## config.mk

```make
export PLATFORM = sky130hd
export DESIGN_NAME = calendar_days_between_dates
export DESIGN_NICKNAME = d
export VERILOG_FILES = /design/src/cbd_pkg.sv /design/src/calendar_days_between_dates.sv /design/src/cbd_daynum.sv
export SDC_FILE = /design/constraint.sdc
export NUM_CORES = 2
export LEC_CHECK = 0
export ABC_CLOCK_PERIOD_IN_PS = 16800
export BUFFER_PORTS_ARGS = -buffer_cell sky130_fd_sc_hd__buf_4
export CORE_MARGIN = 2
export CORE_UTILIZATION = 40
export CTS_BUF_LIST = sky130_fd_sc_hd__clkbuf_8
export CTS_CLUSTER_DIAMETER = 30
export DETAILED_ROUTE_END_ITERATION = 7
export GPL_ROUTABILITY_DRIVEN = 0
export HOLD_SLACK_MARGIN = 0.03
export SETUP_SLACK_MARGIN = 0.05
export SLEW_MARGIN = 40
export SYNTH_ARGS = -nofsm -noshare
export SYNTH_HDL_FRONTEND = slang
export SYNTH_SLANG_ARGS = --single-unit
```

## constraint.sdc

```tcl
create_clock -name clk -period 16.8 [get_ports clk]
set_clock_uncertainty 0.15 [all_clocks]
set_input_delay 3.36 -clock clk [delete_from_list [all_inputs] [get_ports clk]]
set_output_delay 3.36 -clock clk [all_outputs]
set_load 0.02 [all_outputs]
```

## src/cbd_pkg.sv

```systemverilog
// Shared types, constants and calendar tables for the days-between-dates block.
`default_nettype none

package cbd_pkg;

  localparam int YearW  = 14;
  localparam int MonthW = 4;
  localparam int DayW   = 5;
  localparam int CountW = 22;

  localparam logic [YearW-1:0]  YEAR_MAX  = 14'd9999;
  localparam logic [MonthW-1:0] MONTH_MAX = 4'd12;
  localparam logic [CountW-1:0] COUNT_MAX = 22'd3652058;

  // Status codes
  localparam logic [1:0] ST_OK         = 2'd0;
  localparam logic [1:0] ST_BAD_FIRST  = 2'd1;
  localparam logic [1:0] ST_BAD_SECOND = 2'd2;
  localparam logic [1:0] ST_REVERSED   = 2'd3;

  // Reciprocals of 25, exact for the ranges they are used on
  localparam logic [10:0] RECIP25_WIDE = 11'd1311;  // x < 4096, shift 15
  localparam logic [5:0]  RECIP25_NARROW = 6'd41;   // x < 1024, shift 10

  localparam logic [8:0]  DAYS_400Y_LO = 9'd400;
  localparam logic [17:0] DAYS_PER_ERA = 18'd146097;
  localparam logic [8:0]  DAYS_PER_YEAR = 9'd365;

  typedef struct packed {
    logic [YearW-1:0]  start_year;
    logic [MonthW-1:0] start_month;
    logic [DayW-1:0]   start_day;
    logic [YearW-1:0]  end_year;
    logic [MonthW-1:0] end_month;
    logic [DayW-1:0]   end_day;
  } dates_t;

  typedef struct packed {
    logic [CountW-1:0] day_count;
    logic [1:0]        status;
  } result_t;

  typedef struct packed {
    logic [YearW-1:0]  year;
    logic [MonthW-1:0] month;
    logic [DayW-1:0]   day;
  } date_t;

  typedef struct packed {
    logic              ok;
    logic [CountW-1:0] num;
  } daynum_t;

  // Days from March 1 to the first of the month (year counted from March)
  function automatic logic [8:0] month_offset(input logic [MonthW-1:0] m);
    logic [8:0] r;
    case (m)
      4'd1:    r = 9'd306;
      4'd2:    r = 9'd337;
      4'd3:    r = 9'd0;
      4'd4:    r = 9'd31;
      4'd5:    r = 9'd61;
      4'd6:    r = 9'd92;
      4'd7:    r = 9'd122;
      4'd8:    r = 9'd153;
      4'd9:    r = 9'd184;
      4'd10:   r = 9'd214;
      4'd11:   r = 9'd245;
      4'd12:   r = 9'd275;
      default: r = 9'd0;
    endcase
    return r;
  endfunction

  function automatic logic [DayW-1:0] month_days(input logic [MonthW-1:0] m,
                                                 input logic leap);
    logic [DayW-1:0] r;
    case (m) inside
      4'd2:                      r = leap ? 5'd29 : 5'd28;
      4'd4, 4'd6, 4'd9, 4'd11:   r = 5'd30;
      default:                   r = 5'd31;
    endcase
    return r;
  endfunction

endpackage

`default_nettype wire

```

## src/calendar_days_between_dates.sv

```systemverilog
// Top level: days between two Gregorian dates, pipelined, with an output skid stage.
`default_nettype none

// Takes a word holding two proleptic Gregorian dates (year, month, day each) and
// returns the number of days from the first to the second, with the status code
// ST_OK, ST_BAD_FIRST (first date invalid; checked first), ST_BAD_SECOND or
// ST_REVERSED (second date before the first); day_count is 0 unless status is
// ST_OK. A date is valid for years 1 to 9999, months 1 to 12 and days 1 to the
// month length under the leap-year rule. Rate: one word per cycle while the skid
// stage is empty. Each word passes the four day-number stages, then the compare
// and subtract into the output register. Both dates run through their own copy of
// the day-number pipeline; all constant divisions are done by reciprocal multiplies.
// dates_ready is low during reset and while the skid stage holds a word, which
// happens after result_ready has been low with a result waiting.
module calendar_days_between_dates (
  input  wire logic             clk,
  input  wire logic             rst,
  input  wire logic             dates_valid,
  output logic                  dates_ready,
  input  wire cbd_pkg::dates_t  dates,
  output logic                  result_valid,
  input  wire logic             result_ready,
  output cbd_pkg::result_t      result
);
  import cbd_pkg::*;

  localparam int Stages = 4;

  logic             adv;
  logic [Stages:1]  v;
  daynum_t          dn_a, dn_b;
  date_t            date_a, date_b;
  result_t          fin;
  result_t          skid;
  logic             skid_valid;
  logic             out_free;

  // Advance the whole pipeline whenever the skid stage is empty
  assign adv         = !skid_valid;
  assign dates_ready = adv && !rst;

  assign date_a = '{year: dates.start_year, month: dates.start_month, day: dates.start_day};
  assign date_b = '{year: dates.end_year, month: dates.end_month, day: dates.end_day};

  cbd_daynum u_first (
    .clk  (clk),
    .en   (adv),
    .date (date_a),
    .dn   (dn_a)
  );

  cbd_daynum u_second (
    .clk  (clk),
    .en   (adv),
    .date (date_b),
    .dn   (dn_b)
  );

  // Valid bits travel alongside the data stages
  always_ff @(posedge clk) begin
    if (rst) begin
      v <= '0;
    end else if (adv) begin
      v <= {v[Stages-1:1], dates_valid};
    end
  end

  // Final stage: classify and subtract
  always_comb begin
    fin.day_count = '0;
    if (!dn_a.ok) begin
      fin.status = ST_BAD_FIRST;
    end else if (!dn_b.ok) begin
      fin.status = ST_BAD_SECOND;
    end else if (dn_b.num < dn_a.num) begin
      fin.status = ST_REVERSED;
    end else begin
      fin.status    = ST_OK;
      fin.day_count = dn_b.num - dn_a.num;
    end
  end

  assign out_free = !result_valid || result_ready;

  // Output register with a skid stage behind it: drain the skid first,
  // park a finished word in the skid when the output is blocked
  always_ff @(posedge clk) begin
    if (rst) begin
      result_valid <= 1'b0;
      skid_valid   <= 1'b0;
    end else if (skid_valid) begin
      if (out_free) begin
        result       <= skid;
        result_valid <= 1'b1;
        skid_valid   <= 1'b0;
      end
    end else if (v[Stages]) begin
      if (out_free) begin
        result       <= fin;
        result_valid <= 1'b1;
      end else begin
        skid       <= fin;
        skid_valid <= 1'b1;
      end
    end else if (out_free) begin
      result_valid <= 1'b0;
    end
  end

`ifndef NO_ASSERTIONS
  a_skid_behind_out: assert property (@(posedge clk) disable iff (rst)
    skid_valid |-> result_valid)
    else $error("skid stage holds a word while the output register is empty");

  a_hold_on_stall: assert property (@(posedge clk) disable iff (rst)
    !adv |=> $stable(v))
    else $error("pipeline valid bits moved while stalled");

  a_zero_when_bad: assert property (@(posedge clk) disable iff (rst)
    result_valid && (result.status != ST_OK) |-> result.day_count == '0)
    else $error("nonzero day count with a failing status");

  a_count_range: assert property (@(posedge clk) disable iff (rst)
    result_valid && (result.status == ST_OK) |-> result.day_count <= COUNT_MAX)
    else $error("day count beyond the calendar span");
`endif

endmodule

`default_nettype wire

```

## src/cbd_daynum.sv

```systemverilog
// Four-stage pipeline that checks one date and turns it into a day number.
`default_nettype none

module cbd_daynum (
  input  wire logic           clk,
  input  wire logic           en,
  input  wire cbd_pkg::date_t date,
  output cbd_pkg::daynum_t    dn
);
  import cbd_pkg::*;

  // Stage 1: century and era quotients, March-based year, month offset
  logic [YearW-1:0] y1, yy1;
  logic [MonthW-1:0] m1;
  logic [DayW-1:0]   d1;
  logic [7:0]        c1;
  logic [5:0]        era1;
  logic [8:0]        doy1;
  logic              rok1;

  logic [YearW-1:0] yy_c;
  logic [22:0]      cprod;
  logic [15:0]      eprod;

  always_comb begin
    yy_c  = (date.month <= 4'd2) ? date.year - 14'd1 : date.year;
    cprod = 23'(date.year[13:2]) * 23'(RECIP25_WIDE);
    eprod = 16'(yy_c[13:4]) * 16'(RECIP25_NARROW);
  end

  always_ff @(posedge clk) begin
    if (en) begin
      y1   <= date.year;
      yy1  <= yy_c;
      m1   <= date.month;
      d1   <= date.day;
      c1   <= cprod[22:15];
      era1 <= eprod[15:10];
      doy1 <= month_offset(date.month) + 9'(date.day) - 9'd1;
      rok1 <= (date.year != '0) && (date.year <= YEAR_MAX) &&
              (date.month != '0) && (date.month <= MONTH_MAX);
    end
  end

  // Stage 2: leap rule, day range check, year of era
  logic [8:0] yoe2, doy2;
  logic [5:0] era2;
  logic       ok2;

  logic [14:0] c100;
  logic [14:0] e400;
  logic        leap;

  always_comb begin
    c100 = 15'(c1) * 15'(7'd100);
    e400 = 15'(era1) * 15'(DAYS_400Y_LO);
    leap = ((y1[1:0] == 2'd0) && (c100 != 15'(y1))) ||
           ((c100 == 15'(y1)) && (c1[1:0] == 2'd0));
  end

  always_ff @(posedge clk) begin
    if (en) begin
      yoe2 <= 9'(15'(yy1) - e400);
      era2 <= era1;
      doy2 <= doy1;
      ok2  <= rok1 && (d1 != '0) && (d1 <= month_days(m1, leap));
    end
  end

  // Stage 3: day of era and era base, computed side by side
  logic [17:0] doe3;
  logic [21:0] ep3;
  logic        ok3;

  logic [12:0] qprod;
  logic [22:0] eraprod;

  always_comb begin
    qprod   = 13'(yoe2[8:2]) * 13'(RECIP25_NARROW);
    eraprod = 23'(era2) * 23'(DAYS_PER_ERA);
  end

  always_ff @(posedge clk) begin
    if (en) begin
      doe3 <= 18'(yoe2) * 18'(DAYS_PER_YEAR) + 18'(yoe2[8:2]) -
              18'(qprod[12:10]) + 18'(doy2);
      ep3  <= eraprod[21:0];
      ok3  <= ok2;
    end
  end

  // Stage 4: day number
  always_ff @(posedge clk) begin
    if (en) begin
      dn.num <= ep3 + 22'(doe3);
      dn.ok  <= ok3;
    end
  end

endmodule

`default_nettype wire

```

Word-level counts from Yosys, hierarchy flattened
Memories as Yosys holds them, arrays and structs flattened.
Index checks and enable logic that the tools add are counted.
{"block": "classes", "n_addsub": 17, "mul": 14, "n_lt_le_gt_ge": 9, "eq_ne": 14, "n_mux": 29, "bitwise": 3, "n_reduce_logical": 37}
{"operator": "two-way mux 24 bit", "count": 4}
{"operator": "two-way mux 22 bit", "count": 3}
{"operator": "multiplier 12 x 11 -> 23 bit, second input constant", "count": 2}
{"operator": "adder 22 x 18 -> 22 bit", "count": 2}
{"operator": "multiplier 6 x 18 -> 22 bit, second input constant", "count": 2}
{"operator": "adder 18 x 7 -> 18 bit", "count": 2}
{"operator": "adder 18 x 9 -> 18 bit", "count": 2}
{"operator": "multiplier 9 x 9 -> 18 bit, second input constant", "count": 2}
{"operator": "subtractor 18 x 3 -> 18 bit", "count": 2}
{"operator": "multiplier 10 x 6 -> 16 bit, second input constant", "count": 2}
{"operator": "== test 15 x 14 -> 1 bit", "count": 2}
{"operator": "inequality test 15 x 14 -> 1 bit", "count": 2}
{"operator": "less-or-equal comparator 14 bit, second input constant", "count": 2}
{"operator": "two-way mux 14 bit", "count": 2}
{"operator": "nonzero test 14 bit", "count": 2}
{"operator": "subtractor 14 x 1 -> 14 bit, second input constant", "count": 2}
{"operator": "multiplier 7 x 6 -> 13 bit, second input constant", "count": 2}
{"operator": "multiplier 8 x 5 -> 13 bit, second input constant", "count": 2}
{"operator": "< comparator 22 bit", "count": 1}
{"operator": "subtractor 22 bit", "count": 1}
{"operator": "two-way mux 5 bit", "count": 4}
{"operator": "adder 9 x 5 -> 9 bit", "count": 2}
{"operator": "two-way mux 9 bit", "count": 2}
{"operator": "subtractor 9 x 1 -> 9 bit, second input constant", "count": 2}
{"operator": "22 further kinds", "count": 72}
{"block": "word_totals", "regBits": 344, "rom_bits": 288, "inputBits": 50, "output_inout_bits": 26, "word_cells": 166, "n_memories": 2}
{"memory": "(name not given)", "depth": 16, "width": 9, "read_ports": 1, "rd_clocked_by_memory_dff": 0, "write_ports": 0, "line_no": "cbd_pkg.sv:57", "source": "case (m)"}
{"memory": "(name not given)", "depth": 16, "width": 9, "read_ports": 1, "rd_clocked_by_memory_dff": 0, "write_ports": 0, "line_no": "cbd_pkg.sv:57"}

Logic depth before layout (Yosys ltp)
{"block": "logic_depth", "depth_word": 9, "mapped_depth": 29, "ltp_nobuf": 29}

Hierarchy
A second synthesis with hierarchy kept.
{"block": "unflattened", "cells_unflattened": 3053, "area_unflattened_um2": 33756.1}
{"mod": "cbd_daynum at u_second", "instances": 1, "cells_each": 1391, "area_per_inst_um2": 15347.2, "seq_area_each_um2": 4354.2}
{"mod": "cbd_daynum at u_first", "instances": 1, "cells_each": 1315, "area_per_inst_um2": 14856.7, "seq_area_each_um2": 4354.2}
{"mod": "calendar_days_between_dates", "instances": 1, "cells_each": 347, "area_per_inst_um2": 3552.2, "seq_area_each_um2": 1561.5}

Worst setup path before layout
Ideal clock, no wire load.
{"block": "synth_timing", "path_kind": "reg-to-reg", "from": "reg skid_valid", "to": "reg result[0] (netlist name) (data pin)", "setup_ps": 300, "arrival_time_ps": 8131, "t_required_ps": 16350, "setup_slack_ps": 8219, "stages_incl_launch_ff": 4, "path_buffers": 1, "period_less_slack_ps": 8581, "cell_sequence": "dfxtp_1 -> clkbuf_1 -> clkinv_1 -> mux2_2"}
{"block": "synth_via", "elab_chain_len": 1}
{"element": "start, declared", "line_no": "calendar_days_between_dates.sv:35", "source": "logic skid_valid;"}
{"element": "start signal, assigned", "line_no": "calendar_days_between_dates.sv:90", "source": "skid_valid <= 1'b0;"}
{"element": "start signal, assigned", "line_no": "calendar_days_between_dates.sv:95", "source": "skid_valid <= 1'b0;"}
{"element": "start signal, assigned", "line_no": "calendar_days_between_dates.sv:103", "source": "skid_valid <= 1'b1;"}
{"element": "two-way mux 24 bit", "line_no": "calendar_days_between_dates.sv:91", "source": "end else if (skid_valid) begin"}
{"element": "end signal, assigned", "line_no": "calendar_days_between_dates.sv:93", "source": "result <= skid;"}
{"element": "end signal, assigned", "line_no": "calendar_days_between_dates.sv:99", "source": "result <= fin;"}
{"element": "end, declared", "line_no": "calendar_days_between_dates.sv:23", "source": "output cbd_pkg::result_t result"}
No other way between the ends.
A chain may end at the register's enable or synchronous reset.

Worst setup path after layout
{"block": "layout_timing", "from": "in dates[36] (netlist name)", "to": "reg u_first.c1[7] (data pin)"}
{"block": "layout_via", "elab_chain_len": 1}
{"element": "start, declared", "line_no": "calendar_days_between_dates.sv:20", "source": "input wire cbd_pkg::dates_t dates,"}
{"element": "multiplier 12 x 11 -> 23 bit", "line_no": "cbd_daynum.sv:27", "source": "cprod = 23'(date.year[13:2]) * 23'(RECIP25_WIDE);"}
{"element": "named net u_first.cprod[22]", "line_no": "cbd_daynum.sv:22", "source": "logic [22:0] cprod;"}
{"element": "end signal, assigned", "line_no": "cbd_daynum.sv:37", "source": "c1 <= cprod[22:15];"}
{"element": "end, declared", "line_no": "cbd_daynum.sv:16", "source": "logic [7:0] c1;"}
The timed path passes the listed nets, and every way through them passes these cells.

==> impl_metrics.csv <==
group,metric,value,unit
outcome,outcome,"completed",
timing,slew_headroom,0.478,
logic_synthesis,synth_top_family_by_area,"adder cells",
clock_network,cts_setup_buffers,0,
drt,drt_first_pass_iters,5,
drt,vias,20700,
cells_and_area,final_nets,4129,
logic_synthesis,ys_warn_count,0,
hold_path,hold_path_depth,0,
clock_network,hold_buffers,0,
drt,vias_per_cell,4.81,
logic_synthesis,synthTopCellsByCount,"ha_1, inv_1, edfxtp_1, fa_1, xnor2_1",
logic_synthesis,synth_fa_ha_area_frac,0.403,
timing,rsz0062_at_grt,"no",
die,dieArea,85400,µm²
critical_path,end_kind,"flip-flop",
cells_and_area,design_area,37100,µm²
clock_network,htreeDepth,3,
critical_path,cpPeakStageDelay,670,ps
global_route,grt_overflow_total,0,
clock_network,root_buffer,"clkbuf_8",
drt,drt-total-wl,61500,µm
clock_network,postCtsResizedCells,0,
global_route,grt_pass1_wl,106000,µm
timing,setup_ws,8630,ps
logic_synthesis,ys_top_cells_by_area,"edfxtp_1, ha_1, fa_1, inv_1, xnor2_1",
hold_path,hold_class,"flip-flop to flip-flop",
cells_and_area,final_cells,4296,
logic_synthesis,ys_seq_area_frac,0.309,
global_route,antenna_found_initial,3,
logic_synthesis,netlist_instances,3005,
cells_and_area,drive_above_1_share,0.0794,
critical_path,crit_top_cell,"inv_1",
logic_synthesis,synthMuxAreaShare,0.00647,
die,core_area,82200,µm²
placement,port_buffers,75,
clock_network,numCtsBuffers,86,
logic_synthesis,synth_area_per_cell,11.1,µm²
placement,placed_area,35100,µm²
global_route,grt_use_total,0.150,
drt,ant_nets,0,
logic_synthesis,ys.flop_type,"edfxtp_1",
logic_synthesis,yosysMostFrequentCell,"ha_1",
timing,worst_slew_pin_slew,784,ps
critical_path,path_max_fanout,7,
logic_synthesis,synth_cell_types,75,
logic_synthesis,synth-async-reset-ratio,0,
critical_path,cp.required,17060,ps
job,drv_cap,0,
global_route,grt_pass1_vias,21400,
logic_synthesis,syn_nets,3981,
logic_synthesis,synth_top_cell_by_area,"edfxtp_1",
die,die-width,292,µm
placement,dp_slack,7870,ps
drt,drc,0,
drt,wire_per_inst,14.3,µm
clock_network,clock_sinks,344,
critical_path,cp.depth,19,
logic_synthesis,synth_seq_cells,344,
logic_synthesis,syn_area,33200,µm²
clock_network,cts_tree,"built",
logic_synthesis,synth_xor_area_frac,0.0603,
logic_synthesis,synth_compound_area_frac,0.0882,
timing,post-route-period-util,0.486,
critical_path,cp-start-kind,"input port",
critical_path,critical_path.cell_chain,"buf_4 -> inv_1 -> fa_1 -> inv_1 -> ha_1 -> fa_1 -> ha_1 -> inv_1 -> fa_1 -> inv_1 -> ha_1 -> a21o_1 -> a21o_1 -> a2111oi_0 -> o21ai_1 -> a211o_1 -> a2111o_1 -> a31oi_1 -> xnor2_1",
drt,drtIter0Drc,747,
die,num_rows,105,
clock_network,insertion_delay,680,ps
placement,dp_cells,4134,
die,initial_core_util,0.404,
critical_path,path_class,"input port to flip-flop",
logic_synthesis,synth_top_cell_area_share,0.305,
cells_and_area,area_delta_synth_final,11.5,%
timing,finalSetupTns,0,ps
logic_synthesis,synth_edf_count,338,
timing,drv_slew,0,
timing,finalCriticalPeriod,8170,ps
die,die_y,292,µm
die,pin_count,76,
timing,final-setup-viol-count,0,
critical_path,cp.arrival,8440,ps
critical_path,cp_top_family,"compound AO/OA/AOI/OAI gates",
timing,hold_viol_final,0,
clock_network,path_clk_slew,60,ps
logic_synthesis,synth-simple-area-share,0.0659,
global_route,grt_max_degree,148,
clock_network,clock_path_buffers,3,
critical_path,critPathBufInv,5,
critical_path,slowest_stage,"a2111oi_0",
critical_path,r2r_cells,26,
timing,timing.fmax,0.122,GHz
placement,hpwl,49300,µm
[path summary, 6_finish.rpt]
path | startpoint | to | slack [ps]
setup / recovery | dates[36] | u_first.c1[7] | 8630
setup reg to reg | u_first.yoe2[3] | u_first.doe3[17] | 9430
hold / removal | u_first.doy1[3] | u_first.doy2[3] | 260
hold reg to reg | u_first.doy1[3] | u_first.doy2[3] | 260
[sequential cells by signal, indices dropped and copies added (netlist names), 9 cells and up]
signal / cells
u_second.doy1: 9
u_first.dn: 23
u_first.yoe2: 9
u_first.doe3: 18
u_second.yoe2: 9
u_second.dn: 23
u_first.doy1: 9
u_second.doe3: 18
u_second.yy1: 9
result: 24
u_first.yy1: 9
u_second.doy2: 9
u_first.ep3: 22
u_second.y1: 14
u_second.ep3: 22
skid: 24
u_first.doy2: 9
u_first.y1: 14
[routing by layer]
layer / vias to the layer above / wire, µm / GRT usage
met4: 0 / 1150 / 0.0408
met2: 227 / 28700 / 0.252
met5: - / 0 / 0
met3: 88 / 1840 / 0.0234
li1: 10600 / - / -
met1: 9734 / 29900 / 0.203
[metrics by stage]
step	utilization	hold WS, ps
after global placement	0.427	250
after detailed placement	0.427	255
after global routing	0.451	277
final	0.451	262
after floorplan	-	250
after CTS	0.450	258
[logic make-up (layout without fill, tap and decap cells)]
logic type / after synthesis / count (layout)
multiplexers: 18 / 18
AO/OA/AOI/OAI: 440 / 440
AND/OR/NAND/NOR: 455 / 455
other: 0 / 3
XOR/XNOR: 229 / 229
buffers and inverters: 593 / 811
flip-flops: 344 / 344
adder cells (fa/ha/maj): 926 / 926
[cell type report]
class                   count  area [µm²]
diodes                      3        7.51
inverters                 574        2160
clock buffers              86        1180
repair buffers             79         629
clock inverters            72         732
flip-flops and latches    344       10300
well taps                1070        1340
fillers                  7751       45200
multi-input cells        2068       20700
[cells in the final DEF, fill, tap and decap left out, types with 8 or more instances in the layout]
cell type / n
clkbuf_8: 86
clkinvlp_4: 12
buf_4: 76
nor3_1: 42
xnor2_1: 173
bufinv_16: 13
and3_1: 19
nor2_1: 126
mux2i_1: 8
or2_2: 8
edfxtp_1: 338
ha_1: 686
a211oi_1: 18
a21o_1: 50
fa_1: 240
nand2_1: 112
o21ai_0: 67
o21bai_1: 20
nand4_1: 18
clkinv_1: 14
a31oi_1: 12
o211ai_1: 10
nand2b_1: 15
and2_1: 9
inv_1: 582
mux2_2: 8
xor2_1: 56
o31ai_1: 30
clkinv_2: 12
nand3_1: 36
nor2b_1: 22
or3_1: 17
o21a_1: 31
a21oi_1: 128
Power is left out: the tool's default activity adds up to more than one toggle a clock period on the data nets, which glitch-free logic cannot reach.
